==> config.mk <==
export PLATFORM = sky130hd
export DESIGN_NAME = positional_list_store_flat
export DESIGN_NICKNAME = d
export VERILOG_FILES = /design/src/rtl/pls_pkg.sv /design/src/rtl/pls_in_if.sv /design/src/rtl/pls_out_if.sv /design/src/rtl/pls_cell.sv /design/src/rtl/pls_ctrl.sv /design/src/rtl/positional_list_store.sv /design/src/flat_wrapper.sv
export SDC_FILE = /design/constraint.sdc
export NUM_CORES = 1
export LEC_CHECK = 0
export ABC_AREA = 1
export BUFFER_PORTS_ARGS = -buffer_cell sky130_fd_sc_hd__buf_4
export CAP_MARGIN = 20
export CORE_MARGIN = 1
export CORE_UTILIZATION = 55
export DETAILED_ROUTE_END_ITERATION = 16
export PLACE_DENSITY = 0.71
export SYNTH_ARGS = -nofsm -noshare
export SYNTH_HDL_FRONTEND = slang
export SYNTH_HIERARCHICAL = 1
export SYNTH_SLANG_ARGS = --single-unit
export TNS_END_PERCENT = 100
==> constraint.sdc <==
create_clock -name clk_i -period 12.8 [get_ports clk_i]
set_input_delay 2.56 -clock clk_i [delete_from_list [all_inputs] [get_ports clk_i]]
set_output_delay 2.56 -clock clk_i [all_outputs]
set_load 0.005 [all_outputs]
==> src/rtl/pls_pkg.sv <==
`timescale 1ns / 1ps

package pls_pkg;

  // Fixed field widths
  localparam int unsigned DataW = 32;
  localparam int unsigned OpW   = 3;
  localparam int unsigned PosW  = 8;
  localparam int unsigned StW   = 2;
  localparam int unsigned OccW  = 7;
  // Index width: covers any clamped position and any count
  localparam int unsigned IdxW  = 7;

  typedef enum logic [OpW-1:0] {
    OP_PUSH_FRONT = 3'd0,
    OP_PUSH_BACK  = 3'd1,
    OP_INSERT_AT  = 3'd2,
    OP_POP_FRONT  = 3'd3,
    OP_POP_BACK   = 3'd4,
    OP_DELETE_AT  = 3'd5
  } pls_op_e;

  typedef enum logic [StW-1:0] {
    ST_OK    = 2'd0,
    ST_EMPTY = 2'd1,
    ST_FULL  = 2'd2
  } pls_status_e;

  // Command broadcast to every cell of the chain
  typedef struct packed {
    logic                    ins;
    logic                    del;
    logic [IdxW-1:0]         idx;
    logic signed [DataW-1:0] value;
  } pls_cmd_t;

endpackage

==> src/rtl/pls_in_if.sv <==
`timescale 1ns / 1ps

interface pls_in_if;
  logic                                valid;
  logic                                ready;
  logic [pls_pkg::OpW-1:0]             operation;
  logic signed [pls_pkg::DataW-1:0]    value;
  logic signed [pls_pkg::PosW-1:0]     position;

  modport source (output valid, output operation, output value, output position,
                  input ready);
  modport sink   (input valid, input operation, input value, input position,
                  output ready);
endinterface

==> src/rtl/pls_out_if.sv <==
`timescale 1ns / 1ps

interface pls_out_if;
  logic                              valid;
  logic                              ready;
  logic signed [pls_pkg::DataW-1:0]  removed_value;
  logic [pls_pkg::StW-1:0]           status;
  logic [pls_pkg::OccW-1:0]          occupancy;

  modport source (output valid, output removed_value, output status, output occupancy,
                  input ready);
  modport sink   (input valid, input removed_value, input status, input occupancy,
                  output ready);
endinterface

==> src/rtl/pls_cell.sv <==
`timescale 1ns / 1ps

module pls_cell #(
  parameter int unsigned Idx = 0
) (
  input  logic                             clk_i,
  input  pls_pkg::pls_cmd_t                cmd_i,
  input  logic signed [pls_pkg::DataW-1:0] left_i,
  input  logic signed [pls_pkg::DataW-1:0] right_i,
  output logic signed [pls_pkg::DataW-1:0] data_o,
  output logic signed [pls_pkg::DataW-1:0] hit_o
);

  localparam logic [pls_pkg::IdxW-1:0] MyIdx = pls_pkg::IdxW'(Idx);

  logic signed [pls_pkg::DataW-1:0] data_q, data_d;
  logic                             at_idx, past_idx;

  assign at_idx   = (cmd_i.idx == MyIdx);
  assign past_idx = (MyIdx > cmd_i.idx);

  // Insert shifts toward the back, delete pulls from the back neighbor
  always_comb begin
    data_d = data_q;
    if (cmd_i.ins) begin
      if (past_idx) begin
        data_d = left_i;
      end else if (at_idx) begin
        data_d = cmd_i.value;
      end
    end else if (cmd_i.del) begin
      if (past_idx || at_idx) begin
        data_d = right_i;
      end
    end
  end

  always_ff @(posedge clk_i) begin
    data_q <= data_d;
  end

  assign data_o = data_q;
  // Entry being removed, zero elsewhere so the top can OR all cells
  assign hit_o  = (cmd_i.del && at_idx) ? data_q : '0;

endmodule

==> src/rtl/pls_ctrl.sv <==
`timescale 1ns / 1ps

module pls_ctrl #(
  parameter int unsigned Capacity = 16
) (
  input  logic                             clk_i,
  input  logic                             rst_ni,
  input  logic                             fire_i,
  input  logic [pls_pkg::OpW-1:0]          operation_i,
  input  logic signed [pls_pkg::DataW-1:0] value_i,
  input  logic signed [pls_pkg::PosW-1:0]  position_i,
  output pls_pkg::pls_cmd_t                cmd_o,
  output pls_pkg::pls_status_e             status_o,
  output logic [pls_pkg::OccW-1:0]         occupancy_o
);

  localparam int unsigned CntW = $clog2(Capacity + 1);

  logic [CntW-1:0]          count_q, count_d;
  logic [pls_pkg::IdxW-1:0] cnt, cnt_m1, pidx, idx;
  logic                     full, empty, ins, del;
  pls_pkg::pls_status_e     status;

  assign full   = (count_q == CntW'(Capacity));
  assign empty  = (count_q == '0);
  assign cnt    = pls_pkg::IdxW'(count_q);
  assign cnt_m1 = cnt - pls_pkg::IdxW'(1);
  // Negative positions clamp to the front
  assign pidx   = position_i[pls_pkg::PosW-1] ? '0 : position_i[pls_pkg::IdxW-1:0];

  // Decode the request into target index and shift direction
  always_comb begin
    idx    = '0;
    ins    = 1'b0;
    del    = 1'b0;
    status = pls_pkg::ST_OK;
    case (pls_pkg::pls_op_e'(operation_i))
      pls_pkg::OP_PUSH_FRONT: begin
        idx = '0;
        ins = !full;
      end
      pls_pkg::OP_PUSH_BACK: begin
        idx = cnt;
        ins = !full;
      end
      pls_pkg::OP_INSERT_AT: begin
        idx = (pidx > cnt) ? cnt : pidx;
        ins = !full;
      end
      pls_pkg::OP_POP_FRONT: begin
        idx = '0;
        del = !empty;
      end
      pls_pkg::OP_POP_BACK: begin
        idx = cnt_m1;
        del = !empty;
      end
      pls_pkg::OP_DELETE_AT: begin
        idx = (pidx > cnt_m1) ? cnt_m1 : pidx;
        del = !empty;
      end
      default: begin
        idx = '0;
      end
    endcase
    case (pls_pkg::pls_op_e'(operation_i))
      pls_pkg::OP_PUSH_FRONT, pls_pkg::OP_PUSH_BACK, pls_pkg::OP_INSERT_AT: begin
        if (full) status = pls_pkg::ST_FULL;
      end
      pls_pkg::OP_POP_FRONT, pls_pkg::OP_POP_BACK, pls_pkg::OP_DELETE_AT: begin
        if (empty) status = pls_pkg::ST_EMPTY;
      end
      default: begin
        status = pls_pkg::ST_OK;
      end
    endcase
  end

  // Occupancy after this transfer
  always_comb begin
    count_d = count_q;
    if (ins) begin
      count_d = count_q + CntW'(1);
    end else if (del) begin
      count_d = count_q - CntW'(1);
    end
  end

  always_ff @(posedge clk_i or negedge rst_ni) begin
    if (!rst_ni) begin
      count_q <= '0;
    end else if (fire_i) begin
      count_q <= count_d;
    end
  end

  assign cmd_o.ins   = fire_i && ins;
  assign cmd_o.del   = fire_i && del;
  assign cmd_o.idx   = idx;
  assign cmd_o.value = value_i;
  assign status_o    = status;
  assign occupancy_o = pls_pkg::OccW'(count_d);

endmodule

==> src/rtl/positional_list_store.sv <==
`timescale 1ns / 1ps

// Ordered list of up to CAPACITY signed 32-bit values held in a chain of
// cells, one entry per cell. Push, insert, pop and delete at any position all
// take effect at once: every cell decides locally whether to hold, take its
// front neighbor, take the new value or take its back neighbor, so the whole
// list shifts together. One request is accepted per clock, and each gives
// one registered result (removed value, status, occupancy after the request)
// on the following cycle; a request is taken while that result waits as long
// as the result is being taken in the same cycle. No clearing pass after reset.

module positional_list_store #(
  parameter int unsigned CAPACITY = 16
) (
  input  logic      clk_i,
  input  logic      rst_ni,
  pls_in_if.sink    req_i,
  pls_out_if.source rsp_o
);

  pls_pkg::pls_cmd_t                cmd;
  pls_pkg::pls_status_e             status;
  logic [pls_pkg::OccW-1:0]         occupancy;
  logic                             fire;
  logic signed [pls_pkg::DataW-1:0] cell_data [CAPACITY];
  logic signed [pls_pkg::DataW-1:0] cell_hit  [CAPACITY];
  logic signed [pls_pkg::DataW-1:0] removed;

  logic                             valid_q;
  logic signed [pls_pkg::DataW-1:0] removed_q;
  logic [pls_pkg::StW-1:0]          status_q;
  logic [pls_pkg::OccW-1:0]         occ_q;

  assign req_i.ready = !valid_q || rsp_o.ready;
  assign fire        = req_i.valid && req_i.ready;

  pls_ctrl #(
    .Capacity (CAPACITY)
  ) u_ctrl (
    .clk_i       (clk_i),
    .rst_ni      (rst_ni),
    .fire_i      (fire),
    .operation_i (req_i.operation),
    .value_i     (req_i.value),
    .position_i  (req_i.position),
    .cmd_o       (cmd),
    .status_o    (status),
    .occupancy_o (occupancy)
  );

  // Cell chain; the ends tie to the new value and to the cell itself
  for (genvar i = 0; i < CAPACITY; i++) begin : g_cell
    logic signed [pls_pkg::DataW-1:0] left, right;
    if (i == 0) begin : g_first
      assign left = cmd.value;
    end else begin : g_mid_l
      assign left = cell_data[i-1];
    end
    if (i == CAPACITY - 1) begin : g_last
      assign right = cell_data[i];
    end else begin : g_mid_r
      assign right = cell_data[i+1];
    end
    pls_cell #(
      .Idx (i)
    ) u_cell (
      .clk_i   (clk_i),
      .cmd_i   (cmd),
      .left_i  (left),
      .right_i (right),
      .data_o  (cell_data[i]),
      .hit_o   (cell_hit[i])
    );
  end

  // At most one cell reports a hit
  always_comb begin
    removed = '0;
    for (int i = 0; i < CAPACITY; i++) begin
      removed = removed | cell_hit[i];
    end
  end

  // Result register
  always_ff @(posedge clk_i or negedge rst_ni) begin
    if (!rst_ni) begin
      valid_q <= 1'b0;
    end else if (fire) begin
      valid_q <= 1'b1;
    end else if (rsp_o.ready) begin
      valid_q <= 1'b0;
    end
  end

  always_ff @(posedge clk_i) begin
    if (fire) begin
      removed_q <= removed;
      status_q  <= status;
      occ_q     <= occupancy;
    end
  end

  assign rsp_o.valid         = valid_q;
  assign rsp_o.removed_value = removed_q;
  assign rsp_o.status        = status_q;
  assign rsp_o.occupancy     = occ_q;

endmodule
==> src/flat_wrapper.sv <==
// flat-port wrapper written by rule: the top's interface ports become plain ports
module positional_list_store_flat 
#(
  parameter int unsigned CAPACITY = 16
)
  (clk_i, rst_ni, req_i_valid, req_i_operation, req_i_value, req_i_position, req_i_ready, rsp_o_valid, rsp_o_removed_value, rsp_o_status, rsp_o_occupancy, rsp_o_ready);
  pls_in_if req_i_i ();
  pls_out_if rsp_o_i ();
  input  logic clk_i;
  input  logic rst_ni;
  input wire logic [$bits(req_i_i.valid)-1:0] req_i_valid;
  input wire logic [$bits(req_i_i.operation)-1:0] req_i_operation;
  input wire logic [$bits(req_i_i.value)-1:0] req_i_value;
  input wire logic [$bits(req_i_i.position)-1:0] req_i_position;
  output wire logic [$bits(req_i_i.ready)-1:0] req_i_ready;
  output wire logic [$bits(rsp_o_i.valid)-1:0] rsp_o_valid;
  output wire logic [$bits(rsp_o_i.removed_value)-1:0] rsp_o_removed_value;
  output wire logic [$bits(rsp_o_i.status)-1:0] rsp_o_status;
  output wire logic [$bits(rsp_o_i.occupancy)-1:0] rsp_o_occupancy;
  input wire logic [$bits(rsp_o_i.ready)-1:0] rsp_o_ready;
  assign req_i_i.valid = req_i_valid;
  assign req_i_i.operation = req_i_operation;
  assign req_i_i.value = req_i_value;
  assign req_i_i.position = req_i_position;
  assign req_i_ready = req_i_i.ready;
  assign rsp_o_valid = rsp_o_i.valid;
  assign rsp_o_removed_value = rsp_o_i.removed_value;
  assign rsp_o_status = rsp_o_i.status;
  assign rsp_o_occupancy = rsp_o_i.occupancy;
  assign rsp_o_i.ready = rsp_o_ready;
  positional_list_store #(.CAPACITY(CAPACITY)) u_core (.clk_i(clk_i), .rst_ni(rst_ni), .req_i(req_i_i), .rsp_o(rsp_o_i));
endmodule
; ---- Word level (Yosys, flattened, before mapping)
; Cells that the tools add are included.
[op_classes]
addsub = 3
n_lt_le_gt_ge = 18
n_eq_ne = 36
muxes = 106
bitwise = 15
reduce_logical = 77
[op_table]
columns = op, n
row1 = $mux W32, 93
row2 = $or A32 B32 Y32, 15
row3 = $eq A7 B4 Y1 const B, 8
row4 = $gt A4 B7 Y1 const A, 8
row5 = $ne A3 B3 Y1 const B, 15
row6 = $reduce_and A3 Y1, 15
row7 = $reduce_bool A2 Y1, 18
row8 = $eq A7 B3 Y1 const B, 4
row9 = $gt A3 B7 Y1 const A, 4
row10 = $pmux W7 S4, 1
row11 = $mux W7, 3
row12 = $logic_and A1 B1 Y1, 19
row13 = $logic_or A1 B1 Y1, 16
row14 = $eq A7 B2 Y1 const B, 2
row15 = $gt A1 B7 Y1 const A, 2
row16 = $gt A2 B7 Y1 const A, 2
row17 = $mux W5, 2
row18 = $eq A7 B1 Y1 const B, 1
row19 = $gt A7 B5 Y1, 1
row20 = $gt A7 B7 Y1, 1
row21 = $logic_not A7 Y1, 1
row22 = $eq A3 B2 Y1 const B, 2
row23 = $eq A3 B3 Y1 const B, 2
row24 = $reduce_or A3 Y1, 2
row25 = 12 further kinds, 18
[totals]
reg_bits = 557
input_bits = 47
out_inout_bits = 43
wordCells = 276

; ---- Logic depth before layout (Yosys ltp)
[logic_depth]
word_depth = 22
ltp_mapped = 26
depth_no_buf = 24

; ---- Modules after synthesis
; The synthesis kept the hierarchy.
[modules_own_cells]
columns = module, instances, cells_each, area_per_inst_um2, seq_area_each_um2
row1 = positional_list_store, 1, 527, 3078.0, 1256.2
row2 = pls_cell at u_core.g_cell[12].u_cell, 1, 356, 2467.4, 960.9
row3 = pls_cell at u_core.g_cell[5].u_cell, 1, 352, 2377.3, 960.9
row4 = pls_cell at u_core.g_cell[8].u_cell, 1, 325, 2377.3, 960.9
row5 = pls_cell at u_core.g_cell[4].u_cell, 1, 352, 2353.5, 960.9
row6 = pls_cell at u_core.g_cell[14].u_cell, 1, 353, 2338.5, 960.9
row7 = pls_cell at u_core.g_cell[10].u_cell, 1, 357, 2336.0, 960.9
row8 = pls_cell at u_core.g_cell[2].u_cell, 1, 361, 2333.5, 960.9
row9 = pls_cell at u_core.g_cell[7].u_cell, 1, 352, 2329.7, 960.9
row10 = pls_cell at u_core.g_cell[6].u_cell, 1, 353, 2317.2, 960.9
row11 = pls_cell at u_core.g_cell[3].u_cell, 1, 350, 2314.7, 960.9
row12 = pls_cell at u_core.g_cell[9].u_cell, 1, 357, 2313.5, 960.9
row13 = pls_cell at u_core.g_cell[15].u_cell, 1, 354, 2311.0, 960.9
row14 = pls_cell at u_core.g_cell[13].u_cell, 1, 358, 2309.7, 960.9
row15 = +4 rows, --, --, --, --

; ---- Least setup slack after synthesis
; Ideal clock, no wire load.
[synth_timing]
kind = input to register
start = input port req_i_valid
end = register u_core.g_cell[6].u_cell.data_q (netlist bit u_core/g_cell[6].u_cell/data_o[0]), enable pin
setup_time_ns = 0.470
t_arrival_ns = 9.074
required_ns = 12.330
setup_slack_ns = 3.256
stages = 7
path_buffers = 1
cell_sequence = inv_1 -> a21oi_1 -> buf_2 -> inv_1 -> nor2_1 -> nor2_1 -> a211oi_1
[synth_lines]
columns = element, line_no
row1 = from (decl), flat_wrapper.sv:11  ; input wire logic [$bits(req_i_i.valid)-1:0] req_i_valid;
row2 = to (signal assigned), pls_cell.sv:39  ; data_q <= data_d;
row3 = to (decl), pls_cell.sv:16  ; logic signed [pls_pkg::DataW-1:0] data_q, data_d;

==> flow_summary.toml <==
[finish]
mostFrequentLayoutCell = "nand2_1"
fill_cells = 6918
insertedDiodeCount = 0
layout_common_cells = "nand2_1, inv_1, nor2_1, nand3_1, edfxtp_1"
drive_above_1_share = 0.07893
final_net_count = 6120
final_util = 0.5941
syn_to_final_growth_pct = 6.879

[logic_synthesis]
synth-edff-count = 553
yosys_warnings = 6
synth.largest_area_cell = "edfxtp_1"
async_reset_ff_frac = 0.01073
synth_seq_cells = 559
postSynthCellCount = 6166
synth_area_um2 = 41380
yosysSeqAreaShare = 0.4049
yosysTopAreaCellShare = 0.4013
synth_area_per_cell_um2 = 6.711
synth_area_leaders = "edfxtp_1, nand2_1, inv_1"
ys_types = 49
synth_ff_type = "edfxtp_1"

[drt]
drt_iter0_drc = 5293
via_count = 37820
drt-pass1-iter-count = 7
wl_per_cell_um = 18.19
ant_nets = 0
viasPerCell = 5.345
routed_wl_mm = 128.7
drcViolationCount = 0

[setup_path]
cp_slowest_cell = "nand3b_2"
reg2reg_depth = 22
r2r_start = "u_core/u_ctrl/count_q[0]"
end_kind = "register"
required_ns = 13.14
worstPathArrival_ns = 6.99
reg2reg_setup_slack_ns = 7.16
crit_chain = "buf_4 -> inv_2 -> nand2_1 -> ha_1 -> nor3b_1 -> o2111ai_1 -> nand2_1 -> nand2_1 -> nand2_1 -> nor2_1 -> nor2_1 -> nand2_1 -> buf_4 -> nand3_1 -> buf_4 -> nand3b_2 -> nor2_1 -> nor2_1 -> nand2_1 -> nor2_1 -> nand2_1"
cp_common_cell = "nand2_1"
crit_fanout = 34
critical_path.max_stage_delay_ns = 0.82
r2r-end = "u_core/rsp_o.removed_value[28]"
startpoint_type = "input port"
crit_type = "in2reg"

[timing]
relSlewSlack = 0.2431
fin_crit_sh = 0.5192
fin_ws_ns = 6.155
max_freq_ghz = 0.1505
rsz0062_at_grt = "no"
tightestPinTransition_ns = 1.133
drv_slew = 0
finalCriticalPeriod_ns = 6.645
setup_tns_ns = 0
skew_ns = 0.02745
finalSetupViolCount = 0
finalHoldViolCount = 0

[clock_tree]
cts_tree = "built"
clkTransAtPathRegs_ns = 0.06
cts_root_buffer = "clkbuf_16"
cts_resized = 0
clk_latency_ns = 0.62
htreeDepth = 3
cts_setup_buffers = 0
cts_num_sinks = 559
cts_buffers = 67
cts-hold-fix-buffers = 0
cts_buffer_depth = 3

[global_routing]
top_usage_layer = "met2"
use_met2 = 0.4959
use_met3 = 0.07149
overflow = 0
grt_pass1_vias = 34510
grt_pass1_wl_mm = 201.1
grt_max_degree = 180
grt_use_met1 = 0.4858
antenna_found_initial = 0
track_usage = 0.3315

[placement]
place_ws_ns = 5.735
port_buffers = 89
place_congestion = 0.9314
dp_hpwl_mm = 85.75

[power]
p_per_area_nw_per_um2 = 183.1
ir_worst_vdd_v = 0.0001681
leakage_nw = 24.57
power_mw = 8.097

[die]
start_util = 0.5558
dieArea_um2 = 76340
die_x_um = 276.3
core_area_um2 = 74450
ioPinCount = 90
num_rows = 100
die_h_um = 276.3

[flow_run]
maxCapViolCount = 0

[min_path]
hold_end = "u_core/g_cell[13].u_cell/data_o[0]"
hp-class = "reg2reg"
min_path_cells = 2
hp-start = "u_core/g_cell[14].u_cell/data_o[0]"

[outcome]
status = "completed"
-- sequential cells by signal (all words and copies together) (netlist names) --
| register | flops |
|---|---|
| u_core/g_cell.u_cell/data_o | 512 |
| u_core/rsp_o.occupancy | 7 |
| u_core/rsp_o.removed_value | 32 |
| u_core/rsp_o.status | 2 |
| u_core/rsp_o.valid | 1 |
| u_core/u_ctrl/count_q | 5 |
-- Yosys cell counts, drive strengths merged (11+ instances only) --
library cell	count
a21oi	11
buf	236
clkbuf	112
edfxtp	553
ha	13
inv	1498
mux2	32
nand2	1713
nand3	752
nand3b	33
nand4	205
nor2	920
o21ai	16
o21bai	32
-- layer usage --
layer | wire, um | part of all wire
met1 | 56090 | 0.44
met2 | 54700 | 0.42
met3 | 15440 | 0.12
met4 | 2471 | 0.019
met5 | 0 | 0
-- layout make-up --
| type | count | area [um2] | share of cell area |
|---|---|---|---|
| clock inverters | 25 | 190.2 | 0.004300 |
| inverters | 1499 | 5627 | 0.1272 |
| multi-input cells | 3761 | 17180 | 0.3884 |
| repair buffers | 172 | 1436 | 0.03248 |
| clock buffers | 91 | 1829 | 0.04136 |
| well taps | 969 | 1212 | 0.02741 |
| flip-flops and latches | 559 | 16760 | 0.3789 |
-- how the worst max path moves through the flow --
| stage | startpoint | endpoint | slack (ns) |
|---|---|---|---|
| 2_1_floorplan | req_i_valid | u_core/g_cell[6].u_cell/data_o[0] | 3.26 |
| 3_3_place_gp | req_i_position[7] | u_core/rsp_o.removed_value[8] | 5.79 |
| 3_5_place_dp | req_i_position[7] | u_core/rsp_o.removed_value[9] | 5.73 |
| 4_1_cts | req_i_position[7] | u_core/rsp_o.removed_value[0] | 6.36 |
| 5_1_grt | req_i_position[7] | u_core/rsp_o.removed_value[24] | 5.97 |
| 6_report | req_i_position[7] | u_core/rsp_o.removed_value[28] | 6.15 |
-- critical path, delay by kind of cell --
| kind | cells | cell delay (ns) |
|---|---|---|
| and+or+nand+nor | 15 | 2.95 |
| buffers and inverters | 4 | 0.87 |
| adders and majority gates | 1 | 0.36 |
| AOI/OAI and AO/OA | 1 | 0.20 |
-- report_power, final --
part | total [mW] | internal [mW] | switching (mW) | leakage, nW
sequential | 2.92 | 2.59 | 0.331 | 5.21
clock | 1.85 | 1.04 | 0.809 | 0.978
combinational | 3.32 | 0.955 | 2.37 | 18.4
total | 8.10 | 4.59 | 3.51 | 24.6
-- through the flow --
stage          area (um2)  std cells  hold slack (ns)
2_1_floorplan       41380       6167           0.5278
3_3_place_gp        42040       6954           0.5508
3_5_place_dp        42100       6956           0.5585
4_1_cts             44120       7072           0.5613
5_1_grt             44230       7076           0.5903
6_report            44230       7076           0.5640
-- logic make-up (layout without fill, tap and decap cells) --
group	Yosys count	in the layout	share of synthesized area
AND/OR/NAND/NOR	3631	3631	0.3863
buffers and inverters	1847	1787	0.1822
flip-flops	559	559	0.4049
AO/OA/AOI/OAI	78	78	0.01285
multiplexers	32	32	0.008708
adder cells (fa/ha/maj)	13	13	0.003931
XOR/XNOR	5	5	0.001058
other	1	2	0.00009062
(Power assumes the default switching activity.)
